`src/rtl/can_arb_pkg.sv`:
```
// shared types, widths and op codes for the can arbitration table
package can_arb_pkg;

  localparam int unsigned TableDepthDef = 16;
  localparam int unsigned NodeCountDef  = 16;

  localparam int unsigned OpW   = 3;
  localparam int unsigned IdW   = 29;
  localparam int unsigned NodeW = 4;
  localparam int unsigned TimeW = 32;

  // winner identifier after reset or after an empty arbitration
  localparam logic [IdW-1:0] IdMax = '1;

  typedef enum logic [OpW-1:0] {
    OP_REGISTER   = 3'd0,
    OP_CHECKOUT   = 3'd1,
    OP_ARBITRATE  = 3'd2,
    OP_TX_DONE    = 3'd3,
    OP_ERROR      = 3'd4,
    OP_ERROR_DONE = 3'd5
  } op_e;

  typedef struct packed {
    logic [OpW-1:0]   op;
    logic [IdW-1:0]   can_id;
    logic [NodeW-1:0] node;
    logic [TimeW-1:0] sign_in_time;
    logic             remote_request;
  } in_item_t;

  typedef struct packed {
    logic             granted;
    logic [IdW-1:0]   grant_id;
    logic [NodeW-1:0] grant_node;
    logic [TimeW-1:0] grant_sign_in_time;
    logic             duplicate_sender;
    logic             table_full;
    logic             arbitration_start;
    logic             error_forwarded;
    logic             done_valid;
    logic [IdW-1:0]   done_id;
    logic [NodeW-1:0] done_node;
    logic             bus_idle;
  } out_item_t;

  // one table entry as kept in the slot memory
  typedef struct packed {
    logic             remote;
    logic [TimeW-1:0] sign_in_time;
    logic [IdW-1:0]   id;
    logic [NodeW-1:0] node;
  } slot_t;

  localparam int unsigned SlotW = $bits(slot_t);

endpackage

```
`src/rtl/can_arb_req_if.sv`:
```
// request channel: valid/ready handshake carrying one bus event word
interface can_arb_req_if;
  import can_arb_pkg::*;

  logic     valid;
  logic     ready;
  in_item_t data;

  modport source (output valid, output data, input ready);
  modport sink (input valid, input data, output ready);
endinterface

```
`src/rtl/can_arb_rsp_if.sv`:
```
// response channel: valid/ready handshake carrying one result word
interface can_arb_rsp_if;
  import can_arb_pkg::*;

  logic      valid;
  logic      ready;
  out_item_t data;

  modport source (output valid, output data, input ready);
  modport sink (input valid, input data, output ready);
endinterface

```
`src/rtl/can_arb_ram.sv`:
```
// generic single write port, single read port ram with registered read
module can_arb_ram #(
  parameter int unsigned Width = 8,
  parameter int unsigned Depth = 16
) (
  input  logic                     clk_i,
  input  logic                     we_i,
  input  logic [$clog2(Depth)-1:0] waddr_i,
  input  logic [Width-1:0]         wdata_i,
  input  logic                     re_i,
  input  logic [$clog2(Depth)-1:0] raddr_i,
  output logic [Width-1:0]         rdata_o
);

  logic [Width-1:0] mem_q [Depth];

  always_ff @(posedge clk_i) begin
    if (we_i) begin
      mem_q[waddr_i] <= wdata_i;
    end
    if (re_i) begin
      rdata_o <= mem_q[raddr_i];
    end
  end

endmodule

```
`src/rtl/can_bus_arbitration_table_unit.sv`:
```
// top level: can frame registration table with lowest-identifier arbitration
//
// the block holds up to TABLE_DEPTH pending frame registrations, packed in
// registration order in one slot memory, with a mark bit per slot in flops.
// each request word carries a bus event (register, checkout, arbitrate,
// transmission done, error frame, error done) and yields exactly one
// response word. one request is worked on at a time; a finished response
// waits in an output register while the next request is taken. register,
// error frame and unused ops finish without a sweep of the table. checkout
// sweeps the filled slots and compacts them to drop the first entry with a
// matching identifier; arbitrate and error done sweep them to find the
// lowest identifier; transmission done first sweeps out the marked entries,
// compacting the rest, and then runs an arbitration sweep on what remains.
// ready comes back on the edge that raises the response valid. the sweeps
// are limited by the memory's single read port and the one shared
// identifier comparator, which together handle one slot per cycle. there is
// no clearing pass after reset: slots above the fill count are never read.
module can_bus_arbitration_table_unit #(
  parameter int unsigned TABLE_DEPTH = can_arb_pkg::TableDepthDef,
  parameter int unsigned NODE_COUNT  = can_arb_pkg::NodeCountDef
) (
  input  logic          clk_i,
  input  logic          rst_ni,
  can_arb_req_if.sink   req_i,
  can_arb_rsp_if.source rsp_o
);
  import can_arb_pkg::*;

  localparam int unsigned IdxW = $clog2(TABLE_DEPTH);
  localparam int unsigned CntW = $clog2(TABLE_DEPTH + 1);
  localparam logic [CntW-1:0] CntFull = CntW'(TABLE_DEPTH);

  typedef enum logic [1:0] {
    ST_IDLE,
    ST_EXEC,
    ST_SWEEP,
    ST_OUT
  } state_e;

  // what the current slot sweep does
  typedef enum logic [1:0] {
    SW_CHECKOUT,
    SW_DROP_MARKED,
    SW_ARB
  } sweep_e;

  state_e            state_q;
  sweep_e            kind_q;
  in_item_t          item_q;
  out_item_t         res_q;
  out_item_t         rsp_q;
  logic              rsp_valid_q;

  // table bookkeeping
  logic [CntW-1:0]        count_q;
  logic [TABLE_DEPTH-1:0] marked_q;
  logic [IdW-1:0]         winner_id_q;
  logic [NodeW-1:0]       winner_node_q;
  logic                   idle_q;
  logic                   err_q;

  // sweep pointers
  logic [CntW-1:0]   rd_ptr_q;
  logic              rd_vld_q;
  logic [IdxW-1:0]   rd_idx_q;
  logic [CntW-1:0]   wr_ptr_q;
  logic              hit_q;

  // running arbitration result
  logic              found_q;
  logic [IdW-1:0]    best_id_q;
  logic [NodeW-1:0]  first_node_q;
  logic [TimeW-1:0]  first_time_q;
  logic [NodeW-1:0]  data_node_q;
  logic [TimeW-1:0]  data_time_q;
  logic [1:0]        senders_q;

  // memory port and shared compare unit
  logic              ram_we;
  logic [IdxW-1:0]   ram_waddr;
  logic [SlotW-1:0]  ram_wdata;
  logic              ram_re;
  logic [IdxW-1:0]   ram_raddr;
  logic [SlotW-1:0]  ram_rdata;
  slot_t             entry;
  slot_t             new_slot;
  logic [IdW-1:0]    cmp_id;
  logic              id_lt;
  logic              id_eq;
  logic              drop;
  logic              keep_wr;
  logic              node_ok;
  logic              do_register;
  logic              sweep_end;
  logic              req_fire;
  logic              rsp_fire;

  assign req_i.ready = (state_q == ST_IDLE);
  assign rsp_o.valid = rsp_valid_q;
  assign rsp_o.data  = rsp_q;
  assign req_fire    = req_i.valid && req_i.ready;
  assign rsp_fire    = rsp_o.valid && rsp_o.ready;

  // out-of-range nodes are ignored on registration
  assign node_ok     = 32'(item_q.node) < NODE_COUNT;
  assign do_register = (state_q == ST_EXEC) && (op_e'(item_q.op) == OP_REGISTER)
                       && node_ok && (count_q != CntFull);

  always_comb begin
    entry                 = slot_t'(ram_rdata);
    new_slot.remote       = item_q.remote_request;
    new_slot.sign_in_time = item_q.sign_in_time;
    new_slot.id           = item_q.can_id;
    new_slot.node         = item_q.node;

    // one identifier comparator, shared by checkout search and arbitration
    cmp_id = (kind_q == SW_CHECKOUT) ? item_q.can_id : best_id_q;
    id_lt  = entry.id < cmp_id;
    id_eq  = entry.id == cmp_id;

    case (kind_q)
      SW_CHECKOUT:    drop = !hit_q && id_eq;
      SW_DROP_MARKED: drop = marked_q[rd_idx_q];
      default:        drop = 1'b0;
    endcase

    keep_wr = (state_q == ST_SWEEP) && rd_vld_q && (kind_q != SW_ARB) && !drop;

    ram_re    = (state_q == ST_SWEEP) && (rd_ptr_q < count_q);
    ram_raddr = rd_ptr_q[IdxW-1:0];

    if (do_register) begin
      ram_we    = 1'b1;
      ram_waddr = count_q[IdxW-1:0];
      ram_wdata = new_slot;
    end else begin
      // compaction: move a kept entry down only when a hole opened below it
      ram_we    = keep_wr && (wr_ptr_q != CntW'(rd_idx_q));
      ram_waddr = wr_ptr_q[IdxW-1:0];
      ram_wdata = ram_rdata;
    end

    sweep_end = (state_q == ST_SWEEP) && !ram_re && !rd_vld_q;
  end

  can_arb_ram #(
    .Width (SlotW),
    .Depth (TABLE_DEPTH)
  ) u_slot_ram (
    .clk_i   (clk_i),
    .we_i    (ram_we),
    .waddr_i (ram_waddr),
    .wdata_i (ram_wdata),
    .re_i    (ram_re),
    .raddr_i (ram_raddr),
    .rdata_o (ram_rdata)
  );

  always_ff @(posedge clk_i or negedge rst_ni) begin
    if (!rst_ni) begin
      state_q       <= ST_IDLE;
      kind_q        <= SW_ARB;
      item_q        <= '0;
      res_q         <= '0;
      rsp_q         <= '0;
      rsp_valid_q   <= 1'b0;
      count_q       <= '0;
      marked_q      <= '0;
      winner_id_q   <= IdMax;
      winner_node_q <= '0;
      idle_q        <= 1'b1;
      err_q         <= 1'b0;
      rd_ptr_q      <= '0;
      rd_vld_q      <= 1'b0;
      rd_idx_q      <= '0;
      wr_ptr_q      <= '0;
      hit_q         <= 1'b0;
      found_q       <= 1'b0;
      best_id_q     <= '0;
      first_node_q  <= '0;
      first_time_q  <= '0;
      data_node_q   <= '0;
      data_time_q   <= '0;
      senders_q     <= '0;
    end else begin
      // a new word loaded in ST_OUT keeps the output valid
      if (rsp_fire && (state_q != ST_OUT)) begin
        rsp_valid_q <= 1'b0;
      end

      case (state_q)
        ST_IDLE: begin
          if (req_fire) begin
            item_q  <= req_i.data;
            res_q   <= '0;
            state_q <= ST_EXEC;
          end
        end

        ST_EXEC: begin
          // clear the sweep pointers and running result for a sweep that may follow
          rd_ptr_q <= '0;
          rd_vld_q <= 1'b0;
          wr_ptr_q <= '0;
          hit_q    <= 1'b0;
          found_q  <= 1'b0;
          senders_q <= '0;
          case (op_e'(item_q.op))
            OP_REGISTER: begin
              if (node_ok) begin
                if (count_q == CntFull) begin
                  res_q.table_full <= 1'b1;
                end else begin
                  count_q                        <= count_q + CntW'(1);
                  marked_q[count_q[IdxW-1:0]]    <= 1'b0;
                  if (idle_q) begin
                    idle_q                  <= 1'b0;
                    res_q.arbitration_start <= 1'b1;
                  end
                end
              end
              state_q <= ST_OUT;
            end
            OP_CHECKOUT: begin
              kind_q  <= SW_CHECKOUT;
              state_q <= ST_SWEEP;
            end
            OP_ARBITRATE: begin
              kind_q   <= SW_ARB;
              marked_q <= '0;
              state_q  <= ST_SWEEP;
            end
            OP_TX_DONE: begin
              err_q   <= 1'b0;
              kind_q  <= SW_DROP_MARKED;
              state_q <= ST_SWEEP;
            end
            OP_ERROR: begin
              if (!err_q) begin
                err_q                 <= 1'b1;
                res_q.error_forwarded <= 1'b1;
              end
              state_q <= ST_OUT;
            end
            OP_ERROR_DONE: begin
              err_q    <= 1'b0;
              kind_q   <= SW_ARB;
              marked_q <= '0;
              state_q  <= ST_SWEEP;
            end
            default: begin
              state_q <= ST_OUT;
            end
          endcase
        end

        ST_SWEEP: begin
          // issue one slot read per cycle
          rd_vld_q <= ram_re;
          rd_idx_q <= rd_ptr_q[IdxW-1:0];
          if (ram_re) begin
            rd_ptr_q <= rd_ptr_q + CntW'(1);
          end

          // handle the slot whose data just came back
          if (rd_vld_q) begin
            if (kind_q == SW_ARB) begin
              if (!found_q || id_lt) begin
                // new lowest identifier: restart marks and sender tally
                found_q      <= 1'b1;
                best_id_q    <= entry.id;
                first_node_q <= entry.node;
                first_time_q <= entry.sign_in_time;
                marked_q     <= TABLE_DEPTH'(1) << rd_idx_q;
                if (!entry.remote) begin
                  senders_q   <= 2'd1;
                  data_node_q <= entry.node;
                  data_time_q <= entry.sign_in_time;
                end else begin
                  senders_q <= 2'd0;
                end
              end else if (id_eq) begin
                marked_q[rd_idx_q] <= 1'b1;
                if (!entry.remote) begin
                  senders_q   <= (senders_q == 2'd0) ? 2'd1 : 2'd2;
                  data_node_q <= entry.node;
                  data_time_q <= entry.sign_in_time;
                end
              end
            end else if (drop) begin
              hit_q <= 1'b1;
            end else begin
              marked_q[wr_ptr_q[IdxW-1:0]] <= marked_q[rd_idx_q];
              wr_ptr_q                     <= wr_ptr_q + CntW'(1);
            end
          end

          if (sweep_end) begin
            case (kind_q)
              SW_CHECKOUT: begin
                count_q <= wr_ptr_q;
                state_q <= ST_OUT;
              end
              SW_DROP_MARKED: begin
                count_q <= wr_ptr_q;
                if (hit_q) begin
                  res_q.done_valid <= 1'b1;
                  res_q.done_id    <= winner_id_q;
                  res_q.done_node  <= winner_node_q;
                end
                // chain straight into a fresh arbitration
                kind_q    <= SW_ARB;
                marked_q  <= '0;
                rd_ptr_q  <= '0;
                wr_ptr_q  <= '0;
                hit_q     <= 1'b0;
                found_q   <= 1'b0;
                senders_q <= '0;
              end
              default: begin
                if (found_q) begin
                  winner_id_q              <= best_id_q;
                  res_q.granted            <= 1'b1;
                  res_q.grant_id           <= best_id_q;
                  res_q.duplicate_sender   <= (senders_q == 2'd2);
                  if (senders_q != 2'd0) begin
                    winner_node_q            <= data_node_q;
                    res_q.grant_node         <= data_node_q;
                    res_q.grant_sign_in_time <= data_time_q;
                  end else begin
                    winner_node_q            <= first_node_q;
                    res_q.grant_node         <= first_node_q;
                    res_q.grant_sign_in_time <= first_time_q;
                  end
                end else begin
                  // empty table: bus goes idle
                  winner_id_q   <= IdMax;
                  winner_node_q <= '0;
                  idle_q        <= 1'b1;
                end
                state_q <= ST_OUT;
              end
            endcase
          end
        end

        ST_OUT: begin
          // hand the word over once the output register is free
          if (!rsp_valid_q || rsp_o.ready) begin
            rsp_q       <= {res_q[$bits(out_item_t)-1:1], idle_q};
            rsp_valid_q <= 1'b1;
            state_q     <= ST_IDLE;
          end
        end

        default: begin
          state_q <= ST_IDLE;
        end
      endcase
    end
  end

`ifndef NO_ASSERTIONS
  a_count_bound: assert property (@(posedge clk_i) disable iff (!rst_ni)
    count_q <= CntFull)
    else $error("fill count beyond table depth");

  a_idle_empty: assert property (@(posedge clk_i) disable iff (!rst_ni)
    idle_q |-> (count_q == '0))
    else $error("bus idle while entries are pending");

  a_read_in_fill: assert property (@(posedge clk_i) disable iff (!rst_ni)
    rd_vld_q |-> (CntW'(rd_idx_q) < count_q))
    else $error("sweep read beyond fill count");

  a_compact_order: assert property (@(posedge clk_i) disable iff (!rst_ni)
    (state_q == ST_SWEEP && rd_vld_q && kind_q != SW_ARB)
      |-> (wr_ptr_q <= CntW'(rd_idx_q)))
    else $error("compaction write ahead of read");

  a_dup_granted: assert property (@(posedge clk_i) disable iff (!rst_ni)
    rsp_o.valid |-> (!rsp_o.data.duplicate_sender || rsp_o.data.granted))
    else $error("duplicate sender without grant");
`endif

endmodule
```
`src/flat_wrapper.sv`:
```
// flat-port wrapper written by rule: the top's interface ports become plain ports
module can_bus_arbitration_table_unit_flat import can_arb_pkg::*;
#(
  parameter int unsigned TABLE_DEPTH = can_arb_pkg::TableDepthDef,
  parameter int unsigned NODE_COUNT  = can_arb_pkg::NodeCountDef
)
  (clk_i, rst_ni, req_i_valid, req_i_data, req_i_ready, rsp_o_valid, rsp_o_data, rsp_o_ready);
  can_arb_req_if req_i_i ();
  can_arb_rsp_if rsp_o_i ();
  input  logic clk_i;
  input  logic rst_ni;
  input wire logic [$bits(req_i_i.valid)-1:0] req_i_valid;
  input wire logic [$bits(req_i_i.data)-1:0] req_i_data;
  output wire logic [$bits(req_i_i.ready)-1:0] req_i_ready;
  output wire logic [$bits(rsp_o_i.valid)-1:0] rsp_o_valid;
  output wire logic [$bits(rsp_o_i.data)-1:0] rsp_o_data;
  input wire logic [$bits(rsp_o_i.ready)-1:0] rsp_o_ready;
  assign req_i_i.valid = req_i_valid;
  assign req_i_i.data = req_i_data;
  assign req_i_ready = req_i_i.ready;
  assign rsp_o_valid = rsp_o_i.valid;
  assign rsp_o_data = rsp_o_i.data;
  assign rsp_o_i.ready = rsp_o_ready;
  can_bus_arbitration_table_unit #(.TABLE_DEPTH(TABLE_DEPTH), .NODE_COUNT(NODE_COUNT)) u_core (.clk_i(clk_i), .rst_ni(rst_ni), .req_i(req_i_i), .rsp_o(rsp_o_i));
endmodule
```
`config.mk`:
```
export PLATFORM = sky130hd
export DESIGN_NAME = can_bus_arbitration_table_unit_flat
export DESIGN_NICKNAME = d
export VERILOG_FILES = /design/src/rtl/can_arb_pkg.sv /design/src/rtl/can_arb_req_if.sv /design/src/rtl/can_arb_rsp_if.sv /design/src/rtl/can_arb_ram.sv /design/src/rtl/can_bus_arbitration_table_unit.sv /design/src/flat_wrapper.sv
export SDC_FILE = /design/constraint.sdc
export NUM_CORES = 2
export LEC_CHECK = 0
export BUFFER_PORTS_ARGS = -buffer_cell sky130_fd_sc_hd__buf_2
export CAP_MARGIN = 15
export CORE_UTILIZATION = 55
export CTS_CLUSTER_DIAMETER = 60
export CTS_CLUSTER_SIZE = 14
export DETAILED_ROUTE_END_ITERATION = 10
export PLACE_DENSITY = 0.72
export SLEW_MARGIN = 20
export SYNTH_ARGS = -nofsm -noshare
export SYNTH_HDL_FRONTEND = slang
export SYNTH_SLANG_ARGS = --single-unit
export TNS_END_PERCENT = 5
```
`constraint.sdc`:
```
create_clock -name clk_i -period 7.8 [get_ports clk_i]
set_input_delay 1.17 -clock clk_i [delete_from_list [all_inputs] [get_ports clk_i]]
set_output_delay 1.17 -clock clk_i [all_outputs]
set_load 0.05 [all_outputs]
```
# After elaboration in Yosys (flattened, before gate mapping)
# Memories as Yosys holds them, arrays and structs flattened. A register that Yosys moved wholly into a read port is not among the register bits.
# Index checks and enable logic that the tools add are counted.
dict set report op_classes {
  reduce_logical 54
  n_lt_le_gt_ge 8
  bitwise_logic 4
  n_shift 1
  n_addsub 3
  eq_ne 36
  n_mux 110
}
# op count
set ops {}
lappend ops {{2-to-1 mux 67 bit} 3}
lappend ops {{case mux 67 bit (2 select lines)} 1}
lappend ops {{2-to-1 mux 16 bit} 8}
lappend ops {{2-to-1 mux 105 bit} 1}
lappend ops {{2-to-1 mux 34 bit} 3}
lappend ops {{2-to-1 mux 32 bit} 3}
lappend ops {{case mux 34 bit (2 select lines)} 1}
lappend ops {{2-to-1 mux 66 bit} 1}
lappend ops {{case mux 16 bit (2 select lines)} 2}
lappend ops {{2-to-1 mux 5 bit} 12}
lappend ops {{2-to-1 mux 29 bit} 2}
lappend ops {{2-to-1 mux 36 bit} 1}
lappend ops {{2-to-1 mux 1 bit} 32}
lappend ops {{2-to-1 mux 2 bit} 15}
lappend ops {{case mux 5 bit (2 select lines)} 3}
lappend ops {{equality test 29 bit} 1}
lappend ops {{less-than comparator 29 bit} 1}
lappend ops {{inequality test 2 bit (second input constant)} 13}
lappend ops {{2-to-1 mux 4 bit} 6}
lappend ops {{AND reduction 4 bit} 6}
lappend ops {{AND reduction 5 bit} 4}
lappend ops {{bitwise AND 16 bit} 1}
lappend ops {{bitwise mux 16 bit} 1}
lappend ops {{logical AND 1 bit} 16}
lappend ops {{36 further kinds} 79}
dict set report word_totals {
  ramBits 1056
  out_inout_bits 107
  reg_bits 459
  mem_count 1
  inputBits 73
}
# name words width read_ports rd_ports_with_merged_regs write_ports line
set mem_list {}
lappend mem_list {u_core.u_slot_ram.mem_q 16 66 1 1 1 can_arb_ram.sv:15} ;# logic [Width-1:0] mem_q [Depth];

# Depth between registers and ports, before layout
dict set report depth {
  depth_word 12
  mapped_depth 14
  depth_no_buf 10
}

# By module
# Synthesis repeated with hierarchy kept, for this count alone.
dict set report hier_totals {
  hier_cells 3487
  hier_area_um2 62597.5
}
# mod instances area_each_um2 cells_each
set modules_own_cells {}
lappend modules_own_cells {can_arb_ram 1 41459.8 1698}
lappend modules_own_cells {can_bus_arbitration_table_unit 1 21137.8 1789}

# Worst setup path after synthesis
# OpenSTA, ideal clock, no wires.
dict set report synth_timing {
  path_type {register to register}
  startpoint {reg u_core.kind_q[1]}
  endpoint {mem u_core.u_slot_ram.mem_q[14][0] (netlist name) (enable)}
  setup_ps 491
  arrival_ps 5891
  period_less_slack_ps 6381
  path_slack_ps 1419
  t_required_ps 7309
  path_stages_with_launch 14
  path_cell_list {dfstp_2 -> clkbuf_1 -> nor2_1 -> buf_1 -> clkbuf_1 -> mux2i_1 -> ha_1 -> nand4_1 -> nor3_1 -> nand4_1 -> o21ai_1 -> nor3_1 -> a31oi_1 -> nor2_1}
}
dict set report synth_via {
  elab_chain_cells 11
}
# item line
set synth_rtl {}
lappend synth_rtl {{start, declared} can_bus_arbitration_table_unit.sv:48} ;# sweep_e kind_q;
lappend synth_rtl {{start signal, assigned} can_bus_arbitration_table_unit.sv:162} ;# kind_q <= SW_ARB;
lappend synth_rtl {{start signal, assigned} can_bus_arbitration_table_unit.sv:225} ;# kind_q <= SW_CHECKOUT;
lappend synth_rtl {{start signal, assigned} can_bus_arbitration_table_unit.sv:229} ;# kind_q <= SW_ARB;
lappend synth_rtl {{zero test 2 bit} {can_bus_arbitration_table_unit.sv:117, can_bus_arbitration_table_unit.sv:121}}
lappend synth_rtl {{2-to-1 mux 29 bit} can_bus_arbitration_table_unit.sv:117} ;# cmp_id = (kind_q == SW_CHECKOUT) ? item_q.can_id : best_id_q;
lappend synth_rtl {{equality test 29 bit} can_bus_arbitration_table_unit.sv:119} ;# id_eq = entry.id == cmp_id;
lappend synth_rtl {{logical AND 1 bit} can_bus_arbitration_table_unit.sv:122} ;# SW_CHECKOUT: drop = !hit_q && id_eq;
lappend synth_rtl {{case mux 1 bit (2 select lines)} can_bus_arbitration_table_unit.sv:121} ;# case (kind_q)
lappend synth_rtl {{zero test 1 bit} can_bus_arbitration_table_unit.sv:127} ;# keep_wr = (state_q == ST_SWEEP) && rd_vld_q && (kind_q != SW_ARB) && !drop;
lappend synth_rtl {{logical AND 1 bit (*)} can_bus_arbitration_table_unit.sv:127}
lappend synth_rtl {{logical AND 1 bit (*)} can_bus_arbitration_table_unit.sv:138} ;# ram_we = keep_wr && (wr_ptr_q != CntW'(rd_idx_q));
lappend synth_rtl {{2-to-1 mux 1 bit (*)} can_bus_arbitration_table_unit.sv:132} ;# if (do_register) begin
lappend synth_rtl {{2-to-1 mux 1 bit (*)} can_arb_ram.sv:18} ;# if (we_i) begin
lappend synth_rtl {{2-to-1 mux 1 bit (implied by the code) (*)} can_arb_ram.sv:19} ;# mem_q[waddr_i] <= wdata_i;
lappend synth_rtl {{end, declared} can_arb_ram.sv:15}
# Mark *: on every way between the ends. The rest lies on a longest branch, timed or not.

# Worst setup path after layout
dict set report layout_timing {
  startpoint {reg u_core.kind_q[0]}
  endpoint {mem u_core.u_slot_ram.mem_q[13][46] (netlist name) (enable)}
}
# Same word-level chain as after synthesis.

==> metrics.yaml <==
powerDensity_mw_per_mm2: 319
ant_nets: 0
syn_inst: 3326
fin_setup_tns_ns: 0
io_buffers: 179
grt_pass1_wl_um: 213000
start_kind: "flip-flop"
syn-cell-area_sq_mm: 0.0623
drt_iter0_drc: 3471
grt_pass1_vias: 32500
final_cell_mix: "edfxtp_1, dfrtp_1, mux4_2"
seq_area_frac_synth_pct: 72.6
worstPathArrival_ns: 5.92
finalInstanceArea_sq_mm: 0.0693
cts_tree: "yes"
htree_levels: 4
cts_resized: 0
cts_setup_buffers: 0
ctsHoldBuffers: 0
grt_setup_unrepaired: "false"
post_dp_cell_area_sq_mm: 0.0652
clock_sinks: 1581
p_leak_nw: 25.4
clk_pin_slew_ns: 0.07
ys.flop_type: "edfxtp_1"
viasPerCell: 6.26
cts_buffer_depth: 3
fin_crit_sh_pct: 70.4
layout_commonest_cell: "edfxtp_1"
track_usage_pct: 25.0
syn_to_final_growth_pct: 11.4
worst_hold_path_type: "flip-flop to flip-flop"
timing.slew.headroom_pct: 25.9
placementRows: 123
start_util_pct: 55.4
crit_type: "flip-flop to flip-flop"
max_cap_viol_count: 0
core_area_sq_mm: 0.112
diodes: 0
synth_nets: 3445
finalPower_mw: 22.1
grt.overflow.total: 0
reg2reg_from: "u_core.kind_q[0]$_DFFE_PN0P_"
setup_violations: 0
routedWlPerCell_um: 27.5
min_path_cells: 2
reg2regPathDepth: 13
die_h_um: 338
max_freq_ghz: 0.182
crit_path_start: "u_core.kind_q[0]$_DFFE_PN0P_"
cp_max_fo: 36
gp_congestion: 0.918
ir_drop_mv: 0.298
finalHoldViolations: 0
firstDrtPassIters: 5
fin_crit_ns: 5.49
dieArea_sq_mm: 0.115
routed_wl_um: 141000
clock_skew_ns: 0.0379
fp.dieW_um: 338
hpwl_um: 82000
grt_max_degree: 152
vias: 32000
nets: 3642
status: "finished, final reports clean"
clock_latency_ns: 0.75
clock-root-buffer: "clkbuf_16"
pin_count: 180
post-route-util_pct: 61.7
drc_errors: 0
ys_seq_elements: 1581
async_reset_ff_share_pct: 29.0
avgSynthCellArea_sq_um: 18.7
ys_types: 67
tightest_slew_ns: 1.11
antenna_found_initial: 2
drv_slew: 0
critPathCaptureType: "flip-flop"
yosys_warnings: 0
numCtsBuffers: 138
synth_edf_count: 1122
drive_gt1_share_pct: 30.5
cp_data_required_time_ns: 8.23
hp-start: "u_core.res_q[74]$_DFFE_PN0P_"
n_fill_cell: 7894
## state kept, by name, indices dropped and copies added (netlist names), 2 cells and up
name                       cells
u_core.u_slot_ram.mem_q     1056
u_core.rsp_o.data            105
u_core.res_q                 104
u_core.item_q                 69
u_core.u_slot_ram.rdata_o     66
u_core.data_time_q            32
u_core.first_time_q           32
u_core.best_id_q              29
u_core.winner_id_q            29
u_core.marked_q               16
u_core.count_q                 5
u_core.rd_ptr_q                5
u_core.wr_ptr_q                5
u_core.data_node_q             4
u_core.first_node_q            4
u_core.rd_idx_q                4
u_core.winner_node_q           4
u_core.kind_q                  2
u_core.senders_q               2
u_core.state_q                 2
## cell usage after synthesis (all sizes together) (7+ instances only)
master / number / area [sq um]
edfxtp: 1122 / 33700
dfrtp: 428 / 10700
mux4: 335 / 7540
nand2: 302 / 1140
mux2: 282 / 3180
clkbuf: 130 / 488
o21ai: 101 / 509
nor2: 83 / 319
mux2i: 72 / 721
a22o: 62 / 543
buf: 53 / 216
ha: 46 / 576
a21oi: 39 / 195
dfstp: 31 / 815
nand3: 27 / 135
inv: 24 / 90.1
a31oi: 20 / 125
nor3: 17 / 90.1
o211ai: 13 / 97.6
nand4: 11 / 68.8
a32oi: 10 / 87.6
and3: 10 / 62.6
o31ai: 9 / 67.6
nand2b: 8 / 50.1
o311ai: 7 / 61.3
## worst max-delay path, stage by stage (launching register included)
cell     delay, ns
dfrtp_1       0.47
nor2_4        0.31
buf_4         0.43
mux2i_1       0.15
ha_1          0.31
nand4_1       0.13
nor3_1        0.68
nand4_1       0.31
o21ai_1       0.44
nor3_1        0.27
a31oi_1       0.82
nor2_4        0.05
buf_4         0.36
buf_4         0.41
## routing by layer
layer | up-vias | global-route usage, % | wire length (um)
met5 | - | 0 | 0
met4 | 0 | 6.07 | 2530
met3 | 198 | 4.20 | 10700
met2 | 1345 | 38.6 | 66700
met1 | 17000 | 37.6 | 60700
li1 | 13500 | - | -
## cells by family after synthesis
group	Yosys count	synth area share (%)
adders and majority gates	46	0.924
muxes	689	18.4
and+or+nand+nor	487	3.32
DFF	1581	72.6
buffers and inverters	208	1.28
xor gates and xnor gates	5	0.0704
AOI/OAI and AO/OA	310	3.40
## area by class of cell
cell class,count,area (sq um),area share (%)
clock buffers,210,3910,5.64
clock inverters,24,259,0.374
inverters,25,93.8,0.135
multi-input cells,1537,16400,23.7
flip-flops and latches,1581,45200,65.2
well taps,1500,1880,2.71
repair buffers,240,1510,2.18
## final timing paths
kind	end	slack [ns]
setup / recovery	u_core.u_slot_ram.mem_q[13][46]$_DFFE_PP_	2.31
hold / removal	u_core.res_q[74]$_DFFE_PN0P_	0.47
setup reg to reg	u_core.u_slot_ram.mem_q[13][46]$_DFFE_PP_	2.31
hold reg to reg	u_core.res_q[74]$_DFFE_PN0P_	0.47
max in group asynchronous	u_core.res_q[49]$_DFFE_PN0P_	5.32
min in group asynchronous	u_core.res_q[21]$_DFFE_PN0P_	0.48
## report_power, final
| part | internal, mW | switching [mW] |
|---|---|---|
| Combinational | 1.95 | 2.71 |
| Clock | 3.55 | 2.98 |
| Sequential | 10.3 | 0.654 |
| Total | 15.8 | 6.34 |
## metrics by stage
step	instances	hold slack [ns]	setup WS [ns]
5_1_grt	5117	0.493	2.10
3_5_place_dp	4883	0.465	2.41
3_3_place_gp	4882	0.457	2.54
2_1_floorplan	3326	0.446	1.42
4_1_cts	5117	0.479	2.34
6_report	5117	0.475	2.31
Note: power is estimated with default switching activity, not from simulation.
